## src/rtl/icv6cs_pkg.sv

```systemverilog
package icv6cs_pkg;

	// One byte transaction as held in the input stage.
	typedef struct packed {
		logic [7:0] data_byte;
		logic       is_address;
		logic       last;
	} item_t;

	// Control from the top level to the accumulator.
	typedef struct packed {
		logic advance;   // stage 1 item is consumed this cycle
	} acc_ctrl_t;

	localparam logic [15:0] NEXT_HEADER_ICMPV6 = 16'd58;
	localparam logic [15:0] CKSUM_ALL_ONES     = 16'hFFFF;

endpackage

```

## src/rtl/icmpv6_checksum_generator_core.sv

```systemverilog
// Channel   Handshake                  Payload                          Direction
// in        in_valid / in_stall        data_byte, is_address, last      into block
// out       out_valid / out_stall      checksum                         out of block
//
// One byte transaction per cycle is accepted, back to back, while in_stall is low.
// A byte is held in the input register; when it advances it is folded into
// the running sum, and a last byte loads the checksum into the output register.
// An accepted last byte passes the input register, then the output register, before out_valid.
// Reset (arst_n low) clears the running sum, odd byte, length count and both valids.
// in_stall rises only when a last byte waits behind an unread checksum held by out_stall.
module icmpv6_checksum_generator_core #(
	parameter int LENGTH_BITS = 32
) (
	input  logic        clk,
	input  logic        arst_n,
	input  logic        in_valid,
	output logic        in_stall,
	input  logic [7:0]  data_byte,
	input  logic        is_address,
	input  logic        last,
	output logic        out_valid,
	input  logic        out_stall,
	output logic [15:0] checksum
);
	import icv6cs_pkg::*;

	// Stage 1: input register
	item_t     item_s1;
	logic      valid_s1;
	logic      s1_free;
	logic      in_take;
	acc_ctrl_t ctrl;
	logic [15:0] checksum_nxt;

	// Output register
	logic        out_valid_q;
	logic [15:0] checksum_q;

	// A non-last byte never needs the output register, so only a last byte
	// can be held up by a pending checksum.
	always_comb begin
		ctrl.advance = valid_s1 && (!item_s1.last || !out_valid_q || !out_stall);
		s1_free      = !valid_s1 || ctrl.advance;
		in_stall     = !s1_free;
		in_take      = in_valid && s1_free;
	end

	always_ff @(posedge clk or negedge arst_n) begin
		if (!arst_n) begin
			valid_s1 <= 1'b0;
		end else if (s1_free) begin
			valid_s1 <= in_valid;
		end
	end

	always_ff @(posedge clk) begin
		if (in_take) begin
			item_s1.data_byte  <= data_byte;
			item_s1.is_address <= is_address;
			item_s1.last       <= last;
		end
	end

	icv6cs_accum #(
		.LENGTH_BITS(LENGTH_BITS)
	) u_accum (
		.clk         (clk),
		.arst_n      (arst_n),
		.item_s1     (item_s1),
		.ctrl        (ctrl),
		.checksum_nxt(checksum_nxt)
	);

	// Result register: loads on a consumed last byte, drains when not stalled.
	always_ff @(posedge clk or negedge arst_n) begin
		if (!arst_n) begin
			out_valid_q <= 1'b0;
		end else if (ctrl.advance && item_s1.last) begin
			out_valid_q <= 1'b1;
		end else if (!out_stall) begin
			out_valid_q <= 1'b0;
		end
	end

	always_ff @(posedge clk) begin
		if (ctrl.advance && item_s1.last) begin
			checksum_q <= checksum_nxt;
		end
	end

	assign out_valid = out_valid_q;
	assign checksum  = checksum_q;

endmodule

```

## src/rtl/icv6cs_accum.sv

```systemverilog
module icv6cs_accum #(
	parameter int LENGTH_BITS = 32
) (
	input  logic                clk,
	input  logic                arst_n,
	input  icv6cs_pkg::item_t   item_s1,
	input  icv6cs_pkg::acc_ctrl_t ctrl,
	output logic [15:0]         checksum_nxt
);
	import icv6cs_pkg::*;

	localparam logic [LENGTH_BITS-1:0] CNT_MAX     = {LENGTH_BITS{1'b1}};
	localparam logic [LENGTH_BITS-1:0] CKFIELD_LO  = LENGTH_BITS'(2);
	localparam logic [LENGTH_BITS-1:0] CKFIELD_HI  = LENGTH_BITS'(3);

	logic [15:0]            sum_q;
	logic [7:0]             held_q;
	logic                   pend_q;
	logic [LENGTH_BITS-1:0] count_q;

	logic                   skip;
	logic                   summed;
	logic                   pair_add;
	logic                   pend_after;
	logic [7:0]             held_after;
	logic [15:0]            word;
	logic [LENGTH_BITS-1:0] count_nxt;
	logic [31:0]            len32;
	logic [18:0]            total;
	logic [16:0]            fold1;
	logic [15:0]            folded;
	logic [15:0]            inv;

	always_comb begin
		// checksum field of the message is left out of the sum
		skip       = !item_s1.is_address && (count_q == CKFIELD_LO || count_q == CKFIELD_HI);
		summed     = !skip;
		pair_add   = summed && pend_q;
		pend_after = summed ? !pend_q : pend_q;
		held_after = (summed && !pend_q) ? item_s1.data_byte : held_q;

		// at most one data word per byte: a completed pair or the padded odd byte
		if (pair_add) begin
			word = {held_q, item_s1.data_byte};
		end else if (item_s1.last && pend_after) begin
			word = {held_after, 8'h00};
		end else begin
			word = 16'h0000;
		end

		if (item_s1.is_address || count_q == CNT_MAX) begin
			count_nxt = count_q;
		end else begin
			count_nxt = count_q + LENGTH_BITS'(1);
		end
		len32 = 32'(count_nxt);

		total = 19'(sum_q) + 19'(word);
		if (item_s1.last) begin
			total = total + 19'(len32[31:16]) + 19'(len32[15:0]) + 19'(NEXT_HEADER_ICMPV6);
		end

		// end-around carry, twice
		fold1  = 17'(total[15:0]) + 17'(total[18:16]);
		folded = fold1[15:0] + 16'(fold1[16]);

		inv          = ~folded;
		checksum_nxt = (inv == 16'h0000) ? CKSUM_ALL_ONES : inv;
	end

	always_ff @(posedge clk or negedge arst_n) begin
		if (!arst_n) begin
			sum_q   <= '0;
			held_q  <= '0;
			pend_q  <= 1'b0;
			count_q <= '0;
		end else if (ctrl.advance) begin
			if (item_s1.last) begin
				sum_q   <= '0;
				held_q  <= '0;
				pend_q  <= 1'b0;
				count_q <= '0;
			end else begin
				sum_q   <= folded;
				held_q  <= held_after;
				pend_q  <= pend_after;
				count_q <= count_nxt;
			end
		end
	end

endmodule

```

## config.mk

```make
export PLATFORM = sky130hd
export DESIGN_NAME = icmpv6_checksum_generator_core
export DESIGN_NICKNAME = d
export VERILOG_FILES = /design/src/rtl/icv6cs_pkg.sv /design/src/rtl/icmpv6_checksum_generator_core.sv /design/src/rtl/icv6cs_accum.sv
export SDC_FILE = /design/constraint.sdc
export NUM_CORES = 1
export LEC_CHECK = 0
export BUFFER_PORTS_ARGS = -buffer_cell sky130_fd_sc_hd__buf_2
export CORE_ASPECT_RATIO = 0.8
export CORE_UTILIZATION = 50
export CTS_CLUSTER_DIAMETER = 30
export DETAILED_ROUTE_END_ITERATION = 10
export GPL_TIMING_DRIVEN = 0
export PLACE_DENSITY = 0.72
export SLEW_MARGIN = 0
export SYNTH_ARGS = -nofsm -noshare
export SYNTH_HDL_FRONTEND = slang
export SYNTH_SLANG_ARGS = --single-unit
```

## constraint.sdc

```tcl
create_clock -name clk -period 13.6 [get_ports clk]
set_clock_uncertainty 0.15 [all_clocks]
set_input_delay 2.72 -clock clk [delete_from_list [all_inputs] [get_ports clk]]
set_output_delay 2.72 -clock clk [all_outputs]
set_load 0.05 [all_outputs]
```

# After elaboration in Yosys (flattened, before gate mapping)
# Index checks and enable logic that the tools add are counted.
dict set report totals {
  inputBits 14
  ff_bits 85
  output_inout_bits 18
  wordCells 55
}
dict set report classes {
  muxes 12
  eq_ne 4
  bitwise 1
  addsub 7
  reduce_logical 21
}
# op n
set op_table {}
lappend op_table {{$eq A32 B2 Y1 const B} 2}
lappend op_table {{$mux W32} 2}
lappend op_table {{$mux W16} 3}
lappend op_table {{$add A19 B16 Y19} 2}
lappend op_table {{$add A32 B1 Y32 const B} 1}
lappend op_table {{$eq A32 B32 Y1 const B} 1}
lappend op_table {{$add A19 B6 Y19 const B} 1}
lappend op_table {{$mux W19} 1}
lappend op_table {{$add A16 B16 Y17} 1}
lappend op_table {{$add A16 B3 Y17} 1}
lappend op_table {{$add A16 B1 Y16} 1}
lappend op_table {{$logic_not A16 Y1} 1}
lappend op_table {{$mux W8} 2}
lappend op_table {{$not A16 Y16} 1}
lappend op_table {{$logic_not A1 Y1} 8}
lappend op_table {{$logic_and A1 B1 Y1} 7}
lappend op_table {{$logic_or A1 B1 Y1} 5}
lappend op_table {{$mux W1} 4}
lappend op_table {{$ne A2 B1 Y1 const B} 1}

# Longest topological paths before layout
# Gate-level depths: netlist (run 1).
dict set report depth {
  word_depth 17
  depth_mapped 48
  depth_no_buf 43
}

# By module
# From an unflattened synthesis (run 1), not the netlist that was laid out.
dict set report unflattened {
  hier_cells 819
  area_unflattened_um2 7622.3
}
# mod seq_area_each_um2 area_per_inst_um2 cells_each n_inst
set modules_own_cells {}
lappend modules_own_cells {icv6cs_accum 1426.4 6736.5 781 1}
lappend modules_own_cells {icmpv6_checksum_generator_core 830.8 885.8 38 1}

# Least setup slack after synthesis (run 1)
# Ideal clock, no wire load.
dict set report synth_path {
  path_type {reg-to-reg}
  startpoint {register u_accum.count_q[23]}
  endpoint {register checksum_q[4], in the netlist checksum[4], data pin}
  period_less_slack_ns 10.703
  setup_ns 0.130
  arrival_time_ns 10.423
  n_path_buf 6
  t_required_ns 13.320
  path_stages_with_launch 47
  path_slack_ns 2.897
  cell_sequence {dfrtp_1 -> clkbuf_1 -> nor4_1 -> o2111ai_1 -> nor2_1 -> nand2_1 -> ha_1 -> clkbuf_1 -> nor4b_1 -> a22o_1 -> ha_1 -> clkbuf_1 -> o21ai_0 -> o21bai_1 -> a21oi_1 -> xnor2_1 -> fa_1 -> ha_1 -> [... 11 more ...] -> ha_1 -> fa_1 -> a21oi_1 -> or3_1 -> buf_2 -> nor3_1 -> and3_1 -> ha_1 -> and3_1 -> inv_1 -> or3_1 -> nand4b_1 -> or2_0 -> or4_4 -> a2111oi_4 -> nand4b_4 -> buf_6 -> nand2_2}
}
dict set report synth_via {
  elab_chain_len 17
  elab_cells_between_ends 25
  cone_classes {7 x add/sub; 3 x eq/ne; 6 x mux; 1 x bitwise; 8 x reduce/logical}
}
# item line
set synth_rtl {}
lappend synth_rtl {{start, declared} icv6cs_accum.sv:19} ;# logic [LENGTH_BITS-1:0] count_q;
lappend synth_rtl {{start signal, assigned} icv6cs_accum.sv:87} ;# count_q <= count_nxt;
lappend synth_rtl {{$eq A32 B2 Y1} icv6cs_accum.sv:36} ;# skip = !item_s1.is_address && (count_q == CKFIELD_LO || count_q == CKFIELD_HI);
lappend synth_rtl {{$logic_or A1 B1 Y1} icv6cs_accum.sv:36}
lappend synth_rtl {{$logic_and A1 B1 Y1} icv6cs_accum.sv:36}
lappend synth_rtl {{$logic_not A1 Y1} icv6cs_accum.sv:37} ;# summed = !skip;
lappend synth_rtl {{$logic_and A1 B1 Y1} icv6cs_accum.sv:40} ;# held_after = (summed && !pend_q) ? item_s1.data_byte : held_q;
lappend synth_rtl {{$mux W8} icv6cs_accum.sv:40}
lappend synth_rtl {{$mux W16} icv6cs_accum.sv:45} ;# end else if (item_s1.last && pend_after) begin
lappend synth_rtl {{$mux W16} icv6cs_accum.sv:43} ;# if (pair_add) begin
lappend synth_rtl {{$add A16 B16 Y17} icv6cs_accum.sv:58} ;# total = 19'(sum_q) + 19'(word);
lappend synth_rtl {{$add A19 B16 Y19 (2 in series)} icv6cs_accum.sv:60} ;# total = total + 19'(len32[31:16]) + 19'(len32[15:0]) + 19'(NEXT_HEADER_ICMPV6);
lappend synth_rtl {{$add A19 B6 Y19} icv6cs_accum.sv:60}
lappend synth_rtl {{$mux W19 (*)} icv6cs_accum.sv:59} ;# if (item_s1.last) begin
lappend synth_rtl {{$add A16 B3 Y17 (*)} icv6cs_accum.sv:64} ;# fold1 = 17'(total[15:0]) + 17'(total[18:16]);
lappend synth_rtl {{$add A16 B1 Y16 (*)} icv6cs_accum.sv:65} ;# folded = fold1[15:0] + 16'(fold1[16]);
lappend synth_rtl {{$not A16 Y16 (*)} icv6cs_accum.sv:67} ;# inv = ~folded;
lappend synth_rtl {{$logic_not A16 Y1} icv6cs_accum.sv:68} ;# checksum_nxt = (inv == 16'h0000) ? CKSUM_ALL_ONES : inv;
lappend synth_rtl {{end signal, assigned} icmpv6_checksum_generator_core.sv:87} ;# checksum_q <= checksum_nxt;
lappend synth_rtl {{end, declared} icmpv6_checksum_generator_core.sv:37} ;# logic [15:0] checksum_q;
# Mark *: on every way between the ends. The rest lies on a longest branch, timed or not.
# A chain may end at the register's enable or synchronous reset.

# Final worst setup path (run 1)
dict set report layout_path {
  startpoint {register u_accum.count_q[23]}
  endpoint {register checksum_q[7], in the netlist checksum[7], data pin}
}
# The elaborated chain is that of the path after synthesis.

==> out/summary.md, run 1 <==
* completed — run status
* nand2_1 — most instantiated library cell after synthesis
* 0.995 — routability congestion estimate from global placement
* 6.38 — number of vias per cell after detailed routing
* 34200 microns — first-pass GRT wire length
* 12.90 ns — arrival time worst endpoint
* 0.00797 sq mm — placed standard-cell area
* 2 — clock tree buffer depth
* 78.0 MHz — peak clock frequency supported by timing
* nor4_1 — master of the slowest instance on the critical path
* 94.3% — share of the clock period used by the worst path after layout
* 19.5% — area fraction of the dominant cell type after synthesis
* 21900 microns — wire length reported by the detailed router
* 29.8% — sequential share of the synthesized area
* 112 microns — vertical extent of the die
* 140 microns — die span in x
* flop — startpoint kind of the worst setup timing path
* 3 — CTS H-tree depth
* 948 — final net count
* 9 — cts bufs inserted
* 32 — IO Pins
* 0.00366 uW — Static Leakage
* ha_1 — most frequent cell on the critical path
* 816 — Gate Count Post-Synth
* 0 — Final Hold Violating Endpoints
* 0 ns — Setup TNS
* 17000 microns — Detailed Place HPWL
* 0.623 ns — worst slack at placement
* 31 — count of input and output buffers
* flop — nature of the critical path endpoint
* 60 — pin count of the biggest net entering global routing
* 0 — number of violations of the max-capacitance limit
* 905 — post-synth net total
* 69.4% — proportion of register bits with asynchronous set or reset after synthesis
* 0 — number of warnings printed during yosys synthesis
* 0.0157 sq mm — die area
* dfrtp_1 — top flip-flop cell by instance count after synthesis
* dfrtp_1 — cell taking the most area after synthesis
* reg -> reg — type of the worst setup path
* 13.68 ns — endpoint required time on the critical path
* 0 — final number of setup-violating endpoints
* 0 — antenna violations before repair
* 0.0145 sq mm — core area
* 5 — drt first pass iters
* 9.80% — layout-stage area growth over the synthesis result
* 12.83 ns — shortest clock period the worst path allows after layout
* 0 — global route total overflow
* 0.58 ns — delay of the slowest cell on the worst path
* dfrtp_1, edfxtp_1, ha_1 — synth top area cells
* 609 — initial drt markers
* 85 — Synth Register Bits
* 0.36 ns — clock latency on the worst-skew pair
* 1610 uW — final total power
* false — RSZ-0062 raised after global routing
* 0.07 ns — clock-pin slew of the registers on the worst-case setup and hold paths
* 0.00759 sq mm — combined area of all synthesized cells
* 1.04 ns — Tightest Pin Transition
* 10 — Worst Path Max Fanout
* 85 — clock sinks
* 57.3% — Util after Layout
* 52.2% — starting utilization of the core area
* 9.30 sq um — Avg Synthesized Cell Area
* 39 — floorplan row count
* 0.775 ns — setup ws final
* 6069 — number of global-route vias before repair
* nand2_1, dfrtp_1, ha_1, o21ai_0, xnor2_1 — most numerous cell types in the synthesized netlist
* 79 — synth unique cells
* 6690 — total via count in the routed design
* 20.9 microns — Wirelength per Cell
* 0 — antenna cells
* 30.4% — Relative slew margins
* clkbuf_16 — root buffer cell
* 193 mW/mm^2 — power density cells
* done — CTS tree
* reg -> reg — class of the most critical hold timing path
* 0 — DRC viols
* 0.00833 sq mm — cell area after layout
* 28.9% — all-layer global routing usage
* 0 — number of antenna-violating nets in the routed design
* 11.6% — fraction of final layout cells with drive strength greater than 1
* 0 — Slew Limit Fails
* 26 — number of enable-type register cells in the synthesized netlist
* 0 — post-CTS setup buffers
* 0.000106 V — maximum ir drop on the vdd rail
final cells by class:
| cell class | count | area [sq um] |
|---|---|---|
| Inverter | 25 | 93.8 |
| Clock buffer | 9 | 225 |
| Buffer | 40 | 176 |
| Sequential cell | 85 | 2260 |
| Fill cell | 1287 | 6210 |
| Multi-Input combinational cell | 666 | 5070 |
| Timing Repair Buffer | 32 | 163 |
| Clock inverter | 7 | 111 |
| Tap cell | 184 | 230 |
where the power goes:
group          switching (uW)  internal (uW)  total [uW]
clock                     116            165         281
combinational             625            360         985
sequential               25.2            317         342
layer usage:
metal  wire (microns)  GRT usage (%)  vias up  part of all wire, %
met1            10500           43.8     3246                   48
met3             2150           7.64       22                  9.8
met5                0              0        -                    0
met4              333           8.35        0                  1.5
li1                 -              -     3148                    -
met2             8960           39.7      274                   41
through the flow:
step	hold WS (ns)	instances
4_1_cts	0.349	1047
5_1_grt	0.367	1048
6_report	0.345	1048
2_1_floorplan	0.295	816
3_3_place_gp	0.325	1031
3_5_place_dp	0.333	1031
worst paths after layout:
kind	to	cells past startpoint	slack [ns]	startpoint
setup / recovery	checksum[7]$_SDFFCE_PN1P_	45	0.77	u_accum.count_q[23]$_DFFE_PN0P_
min in group asynchronous	u_accum.count_q[8]$_DFFE_PN0P_	1	2.29	arst_n
setup reg to reg	checksum[7]$_SDFFCE_PN1P_	45	0.77	u_accum.count_q[23]$_DFFE_PN0P_
hold reg to reg	u_accum.held_q[2]$_DFFE_PN0P_	1	0.34	u_accum.held_q[2]$_DFFE_PN0P_
hold / removal	u_accum.held_q[2]$_DFFE_PN0P_	1	0.34	u_accum.held_q[2]$_DFFE_PN0P_
max in group asynchronous	u_accum.sum_q[2]$_DFFE_PN0P_	1	10.47	arst_n
cells by family after synthesis:
| logic type | count (synthesis) | synth area share (%) |
|---|---|---|
| and+or+nand+nor | 274 | 19.5 |
| muxes | 14 | 1.95 |
| adders and majority gates | 75 | 14.3 |
| xor gates and xnor gates | 66 | 7.62 |
| DFF | 85 | 29.8 |
| buffers and inverters | 65 | 3.56 |
| AOI/OAI and AO/OA | 237 | 23.4 |
layout by cell type (no fill, tap or decap), types with 8 or more instances in the layout:
cell type / n
a211o_1: 9
a211oi_1: 11
a21o_1: 19
a21oi_1: 25
a22o_1: 29
and2_1: 16
and3_1: 15
buf_2: 33
clkbuf_1: 33
clkbuf_16: 9
dfrtp_1: 59
edfxtp_1: 26
fa_1: 19
ha_1: 56
inv_1: 25
mux2i_1: 8
nand2_1: 73
nand2_2: 10
nand2b_1: 11
nand3_1: 17
nand4_1: 18
nor2_1: 36
nor2b_1: 8
nor3_1: 12
nor4_1: 11
o211ai_1: 8
o21ai_0: 56
o31ai_1: 12
or3_1: 11
xnor2_1: 45
xor2_1: 21
worst max-delay path: cells and delay by family, from the launching register on:
kind            cells  cell delay (ns)
simple gates       15             4.35
buf+inv             6             1.19
xor+xnor            2             0.42
flops               1             0.35
compound gates     14             4.01
fa+ha+maj           8             2.19
sequential cells by signal (all words and copies together), names as in the netlist:
signal,count
u_accum.held_q,8
valid_s1,1
u_accum.sum_q,16
item_s1,10
u_accum.pend_q,1
u_accum.count_q,32
out_valid,1
checksum,16
timing repair:
item                       CTS  global route
setup endpoints to repair    0            15
hold buffers                 0             0
hold endpoints to repair     0             0
gates resized for setup      0             2
No activity file was read; power rests on OpenSTA's default activity.
==> run 2, diff against run 1 <==
--- a/config.mk
+++ b/config.mk
@@ -7,11 +7,11 @@
 export LEC_CHECK = 0
 export BUFFER_PORTS_ARGS = -buffer_cell sky130_fd_sc_hd__buf_2
 export CORE_ASPECT_RATIO = 0.8
-export CORE_UTILIZATION = 50
+export CORE_UTILIZATION = 30
 export CTS_CLUSTER_DIAMETER = 30
 export DETAILED_ROUTE_END_ITERATION = 10
 export GPL_TIMING_DRIVEN = 0
-export PLACE_DENSITY = 0.72
+export PLACE_DENSITY = 0.5
 export SLEW_MARGIN = 0
 export SYNTH_ARGS = -nofsm -noshare
 export SYNTH_HDL_FRONTEND = slang
==> run 2 against run 1 <==
  * Die area rose by 65%
  * Fmax rose by 0.29%
  * Cell count rose by 13%
  * Critical path depth did not move
  * Combinational power rose by 0.8%
==> out/summary.md, run 2 (same netlist as run 1, synthesis figures left out) <==
* 30.9% — starting utilization of the core area, was 52.2%
* 802 uW — internal power, was 842 uW
* 0.59 ns — delay of the slowest cell on the worst path, was 0.58 ns
* reg -> reg — type of the worst setup path, unchanged
* 0 — post-CTS setup buffers, unchanged
* u_accum.count_q — register with the highest flop count, unchanged
* 10 — Worst Path Max Fanout, unchanged
* 13.67 ns — endpoint required time on the critical path, was 13.68 ns
* ha_1 — most frequent cell on the critical path, unchanged
* u_accum.count_q[23]$_DFFE_PN0P_ — Worst R2R Start, unchanged
* nand2_1, dfrtp_1, o21ai_0, ha_1, xnor2_1 — commonest cells after routing, fill and taps aside, unchanged
* 11.5% — fraction of final layout cells with drive strength greater than 1, was 11.6%
* 0.36 ns — clock latency on the worst-skew pair, about the same
* 0 — Final Hold Violating Endpoints, unchanged
* 19.6 microns — Wirelength per Cell, was 20.9 microns
* completed — run status, unchanged
* 0 — global route total overflow, unchanged
* 180 microns — die span in x, was 140 microns
* 486 — initial drt markers, was 609
* 2 — clock tree buffer depth, unchanged
* 0.00364 uW — Static Leakage, was 0.00366 uW
* 5911 — number of global-route vias before repair, was 6069
* 0 — Slew Limit Fails, unchanged
* checksum[13]$_SDFFCE_PN1P_ — reg-to-reg critical path endpoint, was checksum[7]$_SDFFCE_PN1P_
* clkbuf_16 — root buffer cell, unchanged
* 0 — DRC viols, unchanged
* 0.896 — routability congestion estimate from global placement, was 0.995
* 0 — number of antenna-violating nets in the routed design, unchanged
* 0.996 ns — Tightest Pin Transition, was 1.04 ns
* u_accum.held_q[0]$_DFFE_PN0P_ — worst hold path endpoint, was u_accum.held_q[2]$_DFFE_PN0P_
* 769 uW — power dissipated by switching net loads, was 766 uW
* 11.3% — layout-stage area growth over the synthesis result, was 9.80%
* 33.1% — Relative slew margins, was 30.4%
* 1 — worst hold path stage count, unchanged
* 0.06 ns — clock-pin slew of the registers on the worst-case setup and hold paths, was 0.07 ns
* 6 — buffers plus inverters on the worst setup path, unchanged
* simple AND/OR/NAND/NOR gates — Worst path top cell family by delay, unchanged
* 5.48 — number of vias per cell after detailed routing, was 6.38
* 144 microns — vertical extent of the die, was 112 microns
* 5 — drt first pass iters, unchanged
* 0.324 ns — worst slack at placement, was 0.623 ns
* 2516 — count of filler cells inserted in the layout, was 1287
* 31 — count of input and output buffers, unchanged
* 32 — Largest register FFs, unchanged
* 15.0% — portion of total power attributed to the clock network, was 17.5%
* 23200 microns — wire length reported by the detailed router, was 21900 microns
* 45 — cell count along the critical path, unchanged
* 78.2 MHz — peak clock frequency supported by timing, was 78.0 MHz
* 0.81 ns — slack of the worst reg-to-reg path, was 0.77 ns
* done — CTS tree, unchanged
* 51 — floorplan row count, was 39
* reg -> reg — class of the most critical hold timing path, unchanged
* flop — startpoint kind of the worst setup timing path, unchanged
* 0 — number of hold buffers added after CTS, unchanged
* 3 — CTS H-tree depth, unchanged
* 0.0000843 V — maximum ir drop on the vdd rail, was 0.000106 V
* 9 — cts bufs inserted, unchanged
* 186 mW/mm^2 — power density cells, was 193 mW/mm^2
* false — RSZ-0062 raised after global routing, unchanged
* 12.79 ns — shortest clock period the worst path allows after layout, was 12.83 ns
* 0 — antenna cells, unchanged
* 0.0259 sq mm — die area, was 0.0157 sq mm
* 0 — antenna violations before repair, unchanged
* 32 — IO Pins, unchanged
* 6474 — total via count in the routed design, was 6690
* 94.0% — share of the clock period used by the worst path after layout, was 94.3%
* 35800 microns — first-pass GRT wire length, was 34200 microns
* 0 — number of violations of the max-capacitance limit, unchanged
* 85 — clock sinks, unchanged
* 60 — pin count of the biggest net entering global routing, unchanged
* 0.0246 sq mm — core area, was 0.0145 sq mm
* 12.86 ns — arrival time worst endpoint, was 12.90 ns
* 45 — number of cells traversed by the worst register-to-register path, unchanged
* u_accum.held_q[0]$_DFFE_PN0P_ — Worst Hold Launch, was u_accum.held_q[2]$_DFFE_PN0P_
* 947 — final net count, was 948
* flop — nature of the critical path endpoint, unchanged
* 0 — cells resized by post-CTS repair, unchanged
* nand2_1 — most frequent standard cell in the layout excluding fill and tap cells, unchanged
* 63.2% — Logic pwr share, was 61.3%
* 0.00845 sq mm — cell area after layout, was 0.00833 sq mm
* 48.9% — Switching Fraction, was 47.7%
* nor4_1 — master of the slowest instance on the critical path, unchanged
* 18500 microns — Detailed Place HPWL, was 17000 microns
* 18.4% — all-layer global routing usage, was 28.9%
* 0 — final number of setup-violating endpoints, unchanged
* 21.8% — Flop pwr share, was 21.2%
* 0.00814 sq mm — placed standard-cell area, was 0.00797 sq mm
* 0.812 ns — setup ws final, was 0.775 ns
* 0 ns — Setup TNS, unchanged
## run 2: layout make-up
type	count	area (sq um)	area share, %
Buffer	40	176	2.09
Clock buffer	9	225	2.67
Clock inverter	7	50.0	0.593
Inverter	25	93.8	1.11
Multi-Input combinational cell	666	5090	60.2
Sequential cell	85	2260	26.7
Tap cell	318	398	4.71
Timing Repair Buffer	31	158	1.87
## run 2: power groups by stage
stage               combinational, uW  clock, uW  sequential [uW]
finish                            993        236              342
global route                     1100        253              346
CTS                               984        242              343
detailed placement                977          0              348
global placement                  978          0              347
floorplan                         690          0              381
## run 2: worst max path at each step
stage	to	slack, ns	start
5_1_grt	checksum[7]$_SDFFCE_PN1P_	0.13	u_accum.count_q[23]$_DFFE_PN0P_
3_3_place_gp	checksum[7]$_SDFFCE_PN1P_	0.35	u_accum.count_q[23]$_DFFE_PN0P_
6_report	checksum[13]$_SDFFCE_PN1P_	0.81	u_accum.count_q[23]$_DFFE_PN0P_
4_1_cts	checksum[13]$_SDFFCE_PN1P_	0.26	u_accum.count_q[23]$_DFFE_PN0P_
2_1_floorplan	checksum[4]$_SDFFCE_PN1P_	2.90	u_accum.count_q[23]$_DFFE_PN0P_
3_5_place_dp	checksum[1]$_SDFFCE_PN1P_	0.32	u_accum.count_q[23]$_DFFE_PN0P_
## run 2: stage by stage
stage               std cells  power, uW  hold slack (ns)  utilization (%)
floorplan                 816       1070            0.295                -
finish                   1181       1570            0.344             34.4
global route             1181       1690            0.375             34.4
global placement         1165       1330            0.327             33.1
detailed placement       1165       1320            0.333             33.2
CTS                      1181       1570            0.348             34.3
## run 2: routing by layer
layer,vias to the layer above,global-route usage [%],wire length (microns)
li1,3147,-,-
met1,3141,28.5,12500
met2,174,25.6,9260
met3,12,3.95,1290
met4,0,3.45,179
met5,-,0,0
